`src/hdl/smh_pkg.sv`:
```
// Shared types, constants and functions for the symbol name hash matcher.
// No dependencies; every other file in hdl/ refers to this package by scope.
package smh_pkg;

   // Field and state widths
   localparam int BYTE_W      = 8;
   localparam int HASH_W      = 28;
   localparam int NAME_HASH_W = 24;
   localparam int QUOT_W      = 5;

   // Largest quotient of a 28-bit hash by the modulus
   localparam int QUOT_MAX = 16;

   localparam logic [NAME_HASH_W-1:0] HASH_MODULUS = 24'd16127999;

   // One request: a name character and its end-of-name mark
   typedef struct packed {
      logic [BYTE_W-1:0] name_byte;
      logic              last_byte;
   } req_type;

   // One response: reduced hash and the target compare
   typedef struct packed {
      logic [NAME_HASH_W-1:0] name_hash;
      logic                   is_match;
   } rsp_type;

   // Hash with its quotient estimate, between quotient and remainder stages
   typedef struct packed {
      logic [HASH_W-1:0] hash;
      logic [QUOT_W-1:0] quot;
   } quot_type;

   // Shift in one byte, fold the top nibble into bits 7..4 and drop it
   function automatic logic [HASH_W-1:0] hash_step(input logic [HASH_W-1:0] h,
                                                  input logic [BYTE_W-1:0] b);
      logic [HASH_W+3:0] sum;
      logic [3:0]        top;
      sum = {h, 4'b0000} + {{(HASH_W+4-BYTE_W){1'b0}}, b};
      top = sum[HASH_W+3:HASH_W];
      return sum[HASH_W-1:0] ^ {{(HASH_W-8){1'b0}}, top, 4'b0000};
   endfunction

   // Quotient times modulus, as a constant lookup
   function automatic logic [HASH_W-1:0] mod_multiple(input logic [QUOT_W-1:0] q);
      logic [HASH_W-1:0] p;
      p = '0;
      for (int k = 1; k <= QUOT_MAX; k++) begin
         if (q == QUOT_W'(k)) begin
            p = HASH_W'(k) * HASH_W'(HASH_MODULUS);
         end
      end
      return p;
   endfunction

endpackage

```
`src/hdl/symbol_name_hash_match_core.sv`:
```
// Symbol name hash matcher: takes one name character per request and, on the
// character marked last, returns the PJW/ELF-style hash of the name reduced
// modulo 16127999 together with a flag that it equals the configured target.
// One request is taken every cycle unless req_stall is high; a name's response
// leaves after its last character through the hash register, quotient register and
// response register, and those three registers let requests keep flowing while a response waits.
// Characters not marked last give no response. Write target_hash only while idle.
// Depends on smh_pkg and the smh_hash_stage, smh_quot_stage, smh_rem_stage modules.
module symbol_name_hash_match_core (
   input  logic                              clock,
   input  logic                              reset,
   input  logic                              req_valid,
   output logic                              req_stall,
   input  smh_pkg::req_type                  req_data,
   output logic                              rsp_valid,
   input  logic                              rsp_stall,
   output smh_pkg::rsp_type                  rsp_data,
   input  logic                              csr_write,
   input  logic [smh_pkg::NAME_HASH_W-1:0]   csr_data
);

   logic [smh_pkg::NAME_HASH_W-1:0] target_ff, target_in;
   logic                            s1_valid, s1_ready;
   logic [smh_pkg::HASH_W-1:0]      s1_hash;
   logic                            s2_valid, s2_ready;
   smh_pkg::quot_type               s2_data;

   // Hold the target hash
   assign target_in = csr_write ? csr_data : target_ff;

   always_ff @(posedge clock) begin
      if (reset) begin
         target_ff <= '0;
      end else begin
         target_ff <= target_in;
      end
   end

   smh_hash_stage u_hash (
      .clock     (clock),
      .reset     (reset),
      .req_valid (req_valid),
      .req_stall (req_stall),
      .req_data  (req_data),
      .out_valid (s1_valid),
      .out_ready (s1_ready),
      .out_hash  (s1_hash)
   );

   smh_quot_stage u_quot (
      .clock     (clock),
      .reset     (reset),
      .in_valid  (s1_valid),
      .in_ready  (s1_ready),
      .in_hash   (s1_hash),
      .out_valid (s2_valid),
      .out_ready (s2_ready),
      .out_data  (s2_data)
   );

   smh_rem_stage u_rem (
      .clock       (clock),
      .reset       (reset),
      .in_valid    (s2_valid),
      .in_ready    (s2_ready),
      .in_data     (s2_data),
      .target_hash (target_ff),
      .rsp_valid   (rsp_valid),
      .rsp_stall   (rsp_stall),
      .rsp_data    (rsp_data)
   );

   // A response is always fully reduced
   a_rsp_reduced: assert property (@(posedge clock) disable iff (reset)
      rsp_valid |-> (rsp_data.name_hash < smh_pkg::HASH_MODULUS))
      else $error("response hash not reduced");

   // The match flag agrees with the target register
   a_match_flag: assert property (@(posedge clock) disable iff (reset)
      rsp_valid |-> (rsp_data.is_match == (rsp_data.name_hash == target_ff)))
      else $error("match flag disagrees with target");

   // Never stall a request while the completed-name register is empty
   a_no_idle_stall: assert property (@(posedge clock) disable iff (reset)
      !s1_valid |-> !req_stall)
      else $error("request stalled with empty hash stage");

   // No response right after reset
   a_reset_clear: assert property (@(posedge clock)
      $past(reset) |-> !rsp_valid)
      else $error("response valid after reset");

endmodule

```
`src/hdl/smh_hash_stage.sv`:
```
// Running hash register and the completed-name register behind it.
// Depends on smh_pkg for the request type and the hash step function.
module smh_hash_stage (
   input  logic                          clock,
   input  logic                          reset,
   input  logic                          req_valid,
   output logic                          req_stall,
   input  smh_pkg::req_type              req_data,
   output logic                          out_valid,
   input  logic                          out_ready,
   output logic [smh_pkg::HASH_W-1:0]    out_hash
);

   logic [smh_pkg::HASH_W-1:0] running_ff, running_in;
   logic [smh_pkg::HASH_W-1:0] hash_ff, hash_in;
   logic                       valid_ff, valid_in;
   logic [smh_pkg::HASH_W-1:0] step;
   logic                       accept;
   logic                       finish;

   // Stall only while a completed name cannot move on
   assign req_stall = valid_ff && !out_ready;
   assign accept    = req_valid && !req_stall;
   assign finish    = accept && req_data.last_byte;
   assign step      = smh_pkg::hash_step(running_ff, req_data.name_byte);

   // Advance the running hash; restart it after the last byte
   always_comb begin
      running_in = running_ff;
      if (accept) begin
         running_in = req_data.last_byte ? '0 : step;
      end
      hash_in  = finish ? step : hash_ff;
      valid_in = finish || (valid_ff && !out_ready);
   end

   always_ff @(posedge clock) begin
      if (reset) begin
         running_ff <= '0;
         valid_ff   <= 1'b0;
      end else begin
         running_ff <= running_in;
         valid_ff   <= valid_in;
      end
      hash_ff <= hash_in;
   end

   assign out_valid = valid_ff;
   assign out_hash  = hash_ff;

endmodule

```
`src/hdl/smh_quot_stage.sv`:
```
// Quotient stage: compares the hash against the multiples 1 to QUOT_MAX of the modulus.
// Depends on smh_pkg for widths, the multiple table and the quot_type struct.
module smh_quot_stage (
   input  logic                          clock,
   input  logic                          reset,
   input  logic                          in_valid,
   output logic                          in_ready,
   input  logic [smh_pkg::HASH_W-1:0]    in_hash,
   output logic                          out_valid,
   input  logic                          out_ready,
   output smh_pkg::quot_type             out_data
);

   logic [smh_pkg::QUOT_MAX-1:0] ge;
   logic [smh_pkg::QUOT_MAX-1:0] onehot;
   logic [smh_pkg::QUOT_W-1:0]   quot;
   smh_pkg::quot_type            data_ff, data_in;
   logic                         valid_ff, valid_in;
   logic                         load;

   // Thermometer of hash >= k * modulus
   for (genvar k = 0; k < smh_pkg::QUOT_MAX; k++) begin : g_cmp
      assign ge[k] = in_hash >= smh_pkg::mod_multiple(smh_pkg::QUOT_W'(k + 1));
   end

   // Top edge of the thermometer gives the quotient
   assign onehot = ge & ~{1'b0, ge[smh_pkg::QUOT_MAX-1:1]};

   always_comb begin
      quot = '0;
      for (int k = 0; k < smh_pkg::QUOT_MAX; k++) begin
         if (onehot[k]) begin
            quot = quot | smh_pkg::QUOT_W'(k + 1);
         end
      end
   end

   assign in_ready = !valid_ff || out_ready;
   assign load     = in_valid && in_ready;

   // Load a new hash or hold while the next stage is busy
   always_comb begin
      data_in  = data_ff;
      if (load) begin
         data_in.hash = in_hash;
         data_in.quot = quot;
      end
      valid_in = load || (valid_ff && !out_ready);
   end

   always_ff @(posedge clock) begin
      if (reset) begin
         valid_ff <= 1'b0;
      end else begin
         valid_ff <= valid_in;
      end
      data_ff <= data_in;
   end

   assign out_valid = valid_ff;
   assign out_data  = data_ff;

endmodule

```
`src/hdl/smh_rem_stage.sv`:
```
// Remainder stage and response register: subtracts the multiple, compares target.
// Depends on smh_pkg for the quot_type and rsp_type structs and the multiple table.
module smh_rem_stage (
   input  logic                              clock,
   input  logic                              reset,
   input  logic                              in_valid,
   output logic                              in_ready,
   input  smh_pkg::quot_type                 in_data,
   input  logic [smh_pkg::NAME_HASH_W-1:0]   target_hash,
   output logic                              rsp_valid,
   input  logic                              rsp_stall,
   output smh_pkg::rsp_type                  rsp_data
);

   logic [smh_pkg::HASH_W-1:0] diff;
   smh_pkg::rsp_type           rsp_ff, rsp_in;
   logic                       valid_ff, valid_in;
   logic                       load;

   // Remainder is below the modulus, so the low 24 bits hold it all
   assign diff = in_data.hash - smh_pkg::mod_multiple(in_data.quot);

   assign in_ready = !valid_ff || !rsp_stall;
   assign load     = in_valid && in_ready;

   // Capture a response or hold it while stalled
   always_comb begin
      rsp_in = rsp_ff;
      if (load) begin
         rsp_in.name_hash = diff[smh_pkg::NAME_HASH_W-1:0];
         rsp_in.is_match  = diff[smh_pkg::NAME_HASH_W-1:0] == target_hash;
      end
      valid_in = load || (valid_ff && rsp_stall);
   end

   always_ff @(posedge clock) begin
      if (reset) begin
         valid_ff <= 1'b0;
      end else begin
         valid_ff <= valid_in;
      end
      rsp_ff <= rsp_in;
   end

   assign rsp_valid = valid_ff;
   assign rsp_data  = rsp_ff;

endmodule
```
`config.mk`:
```
export PLATFORM = sky130hd
export DESIGN_NAME = symbol_name_hash_match_core
export DESIGN_NICKNAME = d
export VERILOG_FILES = /design/src/hdl/smh_pkg.sv /design/src/hdl/symbol_name_hash_match_core.sv /design/src/hdl/smh_hash_stage.sv /design/src/hdl/smh_quot_stage.sv /design/src/hdl/smh_rem_stage.sv
export SDC_FILE = /design/constraint.sdc
export NUM_CORES = 1
export LEC_CHECK = 0
export ABC_AREA = 1
export BUFFER_PORTS_ARGS = -buffer_cell sky130_fd_sc_hd__buf_2
export CORE_UTILIZATION = 60
export DETAILED_ROUTE_END_ITERATION = 8
export PLACE_DENSITY = 0.79
export SLEW_MARGIN = 20
export SYNTH_ARGS = -nofsm -noshare
export SYNTH_HDL_FRONTEND = slang
export SYNTH_HIERARCHICAL = 1
export SYNTH_SLANG_ARGS = --single-unit
```
`constraint.sdc`:
```
create_clock -name clock -period 9.25 [get_ports clock]
set_clock_uncertainty 0.15 [all_clocks]
set_input_delay 1.85 -clock clock [delete_from_list [all_inputs] [get_ports clock]]
set_output_delay 1.85 -clock clock [all_outputs]
set_load 0.03 [all_outputs]
```
==> flow_summary.toml, run 1 <==
[power_and_ir_drop]
p_leak_nw = 5.21
combPwrFrac_pct = 14.5
p_int_w = 0.00112
ir_drop_v = 0.000152
sw_frac_of_total_pct = 28.2
p_seq_share_pct = 44.1
p_sw_w = 0.000441
clkPwrFrac_pct = 41.4
power_density_nw_per_um2 = 143

[cells_and_area]
diodes = 0
synthToLayoutAreaGrowth_pct = 10.6
design_area_sq_um = 10900
final_nets = 1639
drive_above_1_share_pct = 10.7
final_util_pct = 68.3

[setup_path]
cp.arrival_ns = 2.53
regToRegSetupSlack_ns = 4.80
critPathRequiredTime_ns = 7.25
reg2reg_to = "u_rem/rsp_data[0]"
crit_type = "input pin to output port"
r2r_cells = 21
cp-end-kind = "output port"
crit_path_start_kind = "input pin"
reg2reg_from = "u_quot/out_data[2]"
crit_fanout = 3

[floorplanning]
core_sq_um = 16000
die_w_microns = 130
ios = 65
start_util_pct = 61.8
die_y_microns = 130
dieArea_sq_um = 17000
rows = 46

[global_route]
top_usage_layer = "met2"
antenna_found_initial = 0
grt_max_degree = 49
grt.overflow.total = 0
grt_usage_pct = 31.8
grt_util_met3_pct = 5.45
met1_usage_pct = 38.4
first_global_vias = 8580
grt_util_met2_pct = 54.8
grt_pass1_wl_microns = 41200

[clocking]
clk_path_buf_depth = 2
cts.sinks = 137
cts_hold_buffers = 0
worstSkewPairLatency_ns = 0.42
cts_tree = "yes"
cts_root_buffer = "clkbuf_16"
path_clk_slew_ns = 0.06
htree_levels = 4
cts_resized = 0
post_cts_buffers = 0
cts_made_buffers = 17

[route]
drt-initial-drc-count = 881
first_pass_iters = 8
wl_per_cell_microns = 14.5
drc = 0
vias = 9635
ant_nets = 0
totalWireLength_microns = 26100
vias_per_cell = 5.35

[timing]
slew_viol_final = 0
post-route-period-util_pct = 49.0
slew_headroom_pct = 35.9
worstMarginPinSlew_ns = 0.954
final.setup.worst_slack_ns = 4.72
hold_viol = 0
period_minus_slack_ns = 4.53
whs_ns = 0.304
fmax_ghz = 0.221
finalSetupViolCount = 0
rsz0062_at_grt = "no"
fin_tns_setup_ns = 0

[synth]
syn_inst = 1509
postSynthAreaPerCell_sq_um = 6.55
yosys_warnings = 6
syn_area_sq_um = 9890
synth_nets = 1576

[hold_path]
min-delay-start = "u_hash/out_hash[6]"
holdPathEnd = "u_quot/out_data[11]"
holdPathStages = 0
hold_class = "flop to flop"

[place]
dp_hpwl_microns = 20100
pre_cts_slack_ns = 4.72
dpl_cell_area_sq_um = 10400
port_buffers = 64
routabilityCongestion = 0.988

[status]
status = "completed"

[job]
max_cap_viol_count = 0
per-stage QoR:
stage	instances	power, W
6_report	1801	0.00157
3_5_place_dp	1769	0.000925
2_1_floorplan	1509	0.000868
5_1_grt	1801	0.00163
4_1_cts	1801	0.00157
3_3_place_gp	1769	0.000920
per-layer routing:
layer,vias to the layer above,share of wire [%]
li1,4917,-
met1,4340,43
met2,321,48
met5,-,0
met4,0,3.2
met3,57,5.3
worst max path at each step:
| stage | to | start | cells past startpoint | slack [ns] |
|---|---|---|---|---|
| detailed placement | req_stall | rsp_stall | 8 | 4.72 |
| global placement | req_stall | rsp_stall | 8 | 4.74 |
| CTS | req_stall | rsp_stall | 8 | 4.72 |
| finish | req_stall | rsp_stall | 8 | 4.72 |
| global route | u_rem/rsp_data[0] | u_quot/out_data[0] | 23 | 4.39 |
| floorplan | u_hash/out_hash[0] | rsp_stall | 10 | 4.85 |
cell usage in the layout (no fill, tap or decap), drive strengths merged, types with 7 or more instances in the layout:
cell / instances
a21oi: 69
buf: 67
clkbuf: 19
clkinv: 7
dfxtp: 55
edfxtp: 82
ha: 27
inv: 205
nand2: 545
nand3: 126
nand3b: 14
nand4: 19
nor2: 245
nor3: 16
o21ai: 36
xor2: 15
registers in the layout, indices dropped and copies added (netlist names):
signal / flops
u_quot/out_valid: 1
u_rem/rsp_valid: 1
target_ff: 24
u_hash/out_valid: 1
u_hash/running_ff: 28
u_hash/out_hash: 28
u_quot/out_data: 29
u_rem/rsp_data: 25
layout make-up:
class	count	area [sq um]
Tap cell	216	270
Clock buffer	19	443
Fill cell	1414	5070
Clock inverter	13	118
Inverter	203	762
Timing Repair Buffer	67	343
Sequential cell	137	3560
Multi-Input combinational cell	1146	5430
worst max-delay path, stage by stage:
cell and delay (ns):
buf_2 0.09, nand2_1 0.06, inv_1 0.09, nand2_1 0.07, inv_1 0.05, nand2_1 0.04, inv_1 0.08, buf_2 0.20
power by group through the flow:
stage,registers (W),logic (W),clock network (W)
floorplan,0.000701,0.000167,0
global placement,0.000702,0.000218,0
detailed placement,0.000703,0.000222,0
CTS,0.000690,0.000224,0.000658
global route,0.000693,0.000257,0.000680
finish,0.000691,0.000227,0.000647
No activity file was read; power rests on OpenSTA's default activity.
==> inputs of run 2 (changes only) <==
--- a/config.mk
+++ b/config.mk
@@ -5,11 +5,11 @@
 export SDC_FILE = /design/constraint.sdc
 export NUM_CORES = 1
 export LEC_CHECK = 0
-export ABC_AREA = 1
+export ABC_AREA = 0
 export BUFFER_PORTS_ARGS = -buffer_cell sky130_fd_sc_hd__buf_2
-export CORE_UTILIZATION = 60
+export CORE_UTILIZATION = 56
 export DETAILED_ROUTE_END_ITERATION = 8
-export PLACE_DENSITY = 0.79
+export PLACE_DENSITY = 0.78
 export SLEW_MARGIN = 20
 export SYNTH_ARGS = -nofsm -noshare
 export SYNTH_HDL_FRONTEND = slang
==> constraint.sdc (replaced) <==
create_clock -name clock -period 3.7 [get_ports clock]
set_clock_uncertainty 0.15 [all_clocks]
set_input_delay 0.74 -clock clock [delete_from_list [all_inputs] [get_ports clock]]
set_output_delay 0.74 -clock clock [all_outputs]
set_load 0.03 [all_outputs]
==> run 2 against run 1 <==
Net effect: synthesized area is 8.0% lower; the flow now finishes with violations (setup timing); combinational power grew to 3.0 times the previous value; clock power grew to 2.5 times the previous value; critical endpoint is now u_rem/rsp_data[0]; critical path type is now flop to flop; non-clock buffer count up 133; via count shrank 12%; core utilization increased by 2.4 points; largest cell class unchanged; highest routed layer unchanged; global-route usage is 0.41 points lower; synthesized cell count is 37% lower; design area rose by 2.8%.
==> flow_summary.toml, run 2 <==
[status]
status = "complete, but fails checks"
violations = "setup timing"

[setup_path]
reg2reg_from = "u_quot/out_data[2]"
crit_path_start_kind = "flop"
reg2reg_to = "u_rem/rsp_data[0]"
crit_fanout = 6
cp.arrival_ns = 4.05
regToRegSetupSlack_ns = -0.24
crit_type = "flop to flop"
r2r_cells = 15
critPathRequiredTime_ns = 3.81
cp-end-kind = "flop"

[power_and_ir_drop]
p_int_w = 0.00292
p_sw_w = 0.00112
ir_drop_v = 0.000343
p_leak_nw = 4.34
sw_frac_of_total_pct = 27.7
combPwrFrac_pct = 16.6
p_seq_share_pct = 43.0
clkPwrFrac_pct = 40.4
power_density_nw_per_um2 = 360

[cells_and_area]
fill_cells = 1241
drive_above_1_share_pct = 25.9
regArea_sq_um = 3560
final_cell_mix = "buf_4 (130), edfxtp_1 (82), nor2_1 (77), buf_2 (64), nand2_1 (57)"
largest_reg_flops = 29
multi_input_area_sq_um = 5370
design_area_sq_um = 11200
diodes = 0
synthToLayoutAreaGrowth_pct = 23.6
layout_commonest_cell = "buf_4"
final_nets = 1178
final_cells = 1340

[floorplanning]
die_w_microns = 129
rows = 46
start_util_pct = 57.2
ios = 65
die_y_microns = 129
core_sq_um = 15900
dieArea_sq_um = 16700

[global_route]
grt.overflow.total = 0
grt_util_met2_pct = 53.7
top_usage_layer = "met2"
grt_pass1_wl_microns = 40000
first_global_vias = 7899
grt_util_met3_pct = 5.57
met1_usage_pct = 38.1
grt_max_degree = 30
antenna_found_initial = 0
grt_usage_pct = 31.4

[route]
first_pass_iters = 6
totalWireLength_microns = 26000
drt-initial-drc-count = 903
vias_per_cell = 6.29
wl_per_cell_microns = 19.4
ant_nets = 0
vias = 8435
drc = 0

[clocking]
clk_path_buf_depth = 2
cts_root_buffer = "clkbuf_16"
htree_levels = 4
cts_made_buffers = 17
cts_tree = "yes"
cts.sinks = 137
worstSkewPairLatency_ns = 0.43
path_clk_slew_ns = 0.06
cts_hold_buffers = 0

[timing]
hold_viol = 0
worstMarginPinSlew_ns = 0.720
final.setup.worst_slack_ns = -0.243
slew_headroom_pct = 52.0
slew_viol_final = 0
period_minus_slack_ns = 3.94
whs_ns = 0.315
finalSetupViolCount = 1
post-route-period-util_pct = 107
fmax_ghz = 0.254
rsz0062_at_grt = "yes"
fin_tns_setup_ns = -0.243

[synth]
yosys_warnings = 6
syn_inst = 952
syn_area_sq_um = 9090
synth_nets = 1019
postSynthAreaPerCell_sq_um = 9.55

[hold_path]
holdPathEnd = "u_quot/out_valid"
min-delay-start = "u_hash/out_valid"
holdPathStages = 2
hold_class = "flop to flop"

[place]
port_buffers = 64
routabilityCongestion = 0.991
dp_hpwl_microns = 18800
dp_cells = 1306
dpl_cell_area_sq_um = 10500
pre_cts_slack_ns = -0.302

[job]
max_cap_viol_count = 0
## run 2: power by group through the flow
stage / logic [W] / clock network (W) / registers (W)
4_1_cts: 0.000641 / 0.00166 / 0.00173
6_report: 0.000671 / 0.00163 / 0.00174
3_3_place_gp: 0.000618 / 0 / 0.00176
2_1_floorplan: 0.000399 / 0 / 0.00175
3_5_place_dp: 0.000628 / 0 / 0.00177
5_1_grt: 0.000718 / 0.00173 / 0.00174
## run 2: worst max path at each step
stage,start,to,depth (start not counted)
after detailed placement,u_quot/out_data[1],u_rem/rsp_data[0],13
after global placement,u_quot/out_data[2],u_rem/rsp_data[0],12
after CTS,u_quot/out_data[0],u_rem/rsp_data[0],14
after floorplan,u_quot/out_data[1],u_rem/rsp_data[0],13
final,u_quot/out_data[2],u_rem/rsp_data[0],15
after global routing,u_quot/out_data[0],u_rem/rsp_data[0],15
## run 2: metal layers
layer	wire [microns]	up-vias
met5	0	-
met4	1180	0
met3	1690	104
met2	12600	435
met1	10500	3958
li1	-	3938
## run 2: cell type report
class / instances / area share (%)
clock buffers: 19 / 3.85
clock inverters: 13 / 1.16
inverters: 26 / 0.891
multi-input cells: 729 / 47.8
flip-flops and latches: 137 / 31.7
well taps: 216 / 2.41
repair buffers: 200 / 12.2
## run 2: repair_timing
action                                  4_1_cts  5_1_grt
endpoints found under the setup margin        4        7
resized for setup                            15       21
pin swaps                                     5        5
setup buffers                                 0        2
## run 2: critical path, cell delays in order, from the launching register on
cell and delay, ns:
edfxtp_1 0.39, buf_6 0.14, nor4_4 0.33, xor2_2 0.22
buf_12 0.16, buf_4 0.13, ha_4 0.22, buf_4 0.16
nor4b_1 0.32, a21oi_1 0.07, o311a_1 0.13, o311ai_2 0.10
xor2_1 0.11, a2111o_1 0.48, or4_1 0.45, nor4_2 0.21
## run 2: metrics by stage
stage          power, W  util [%]
4_1_cts         0.00403      70.0
6_report        0.00404      70.7
3_5_place_dp    0.00239      66.0
3_3_place_gp    0.00238      66.0
5_1_grt         0.00419      70.7
2_1_floorplan   0.00215         -
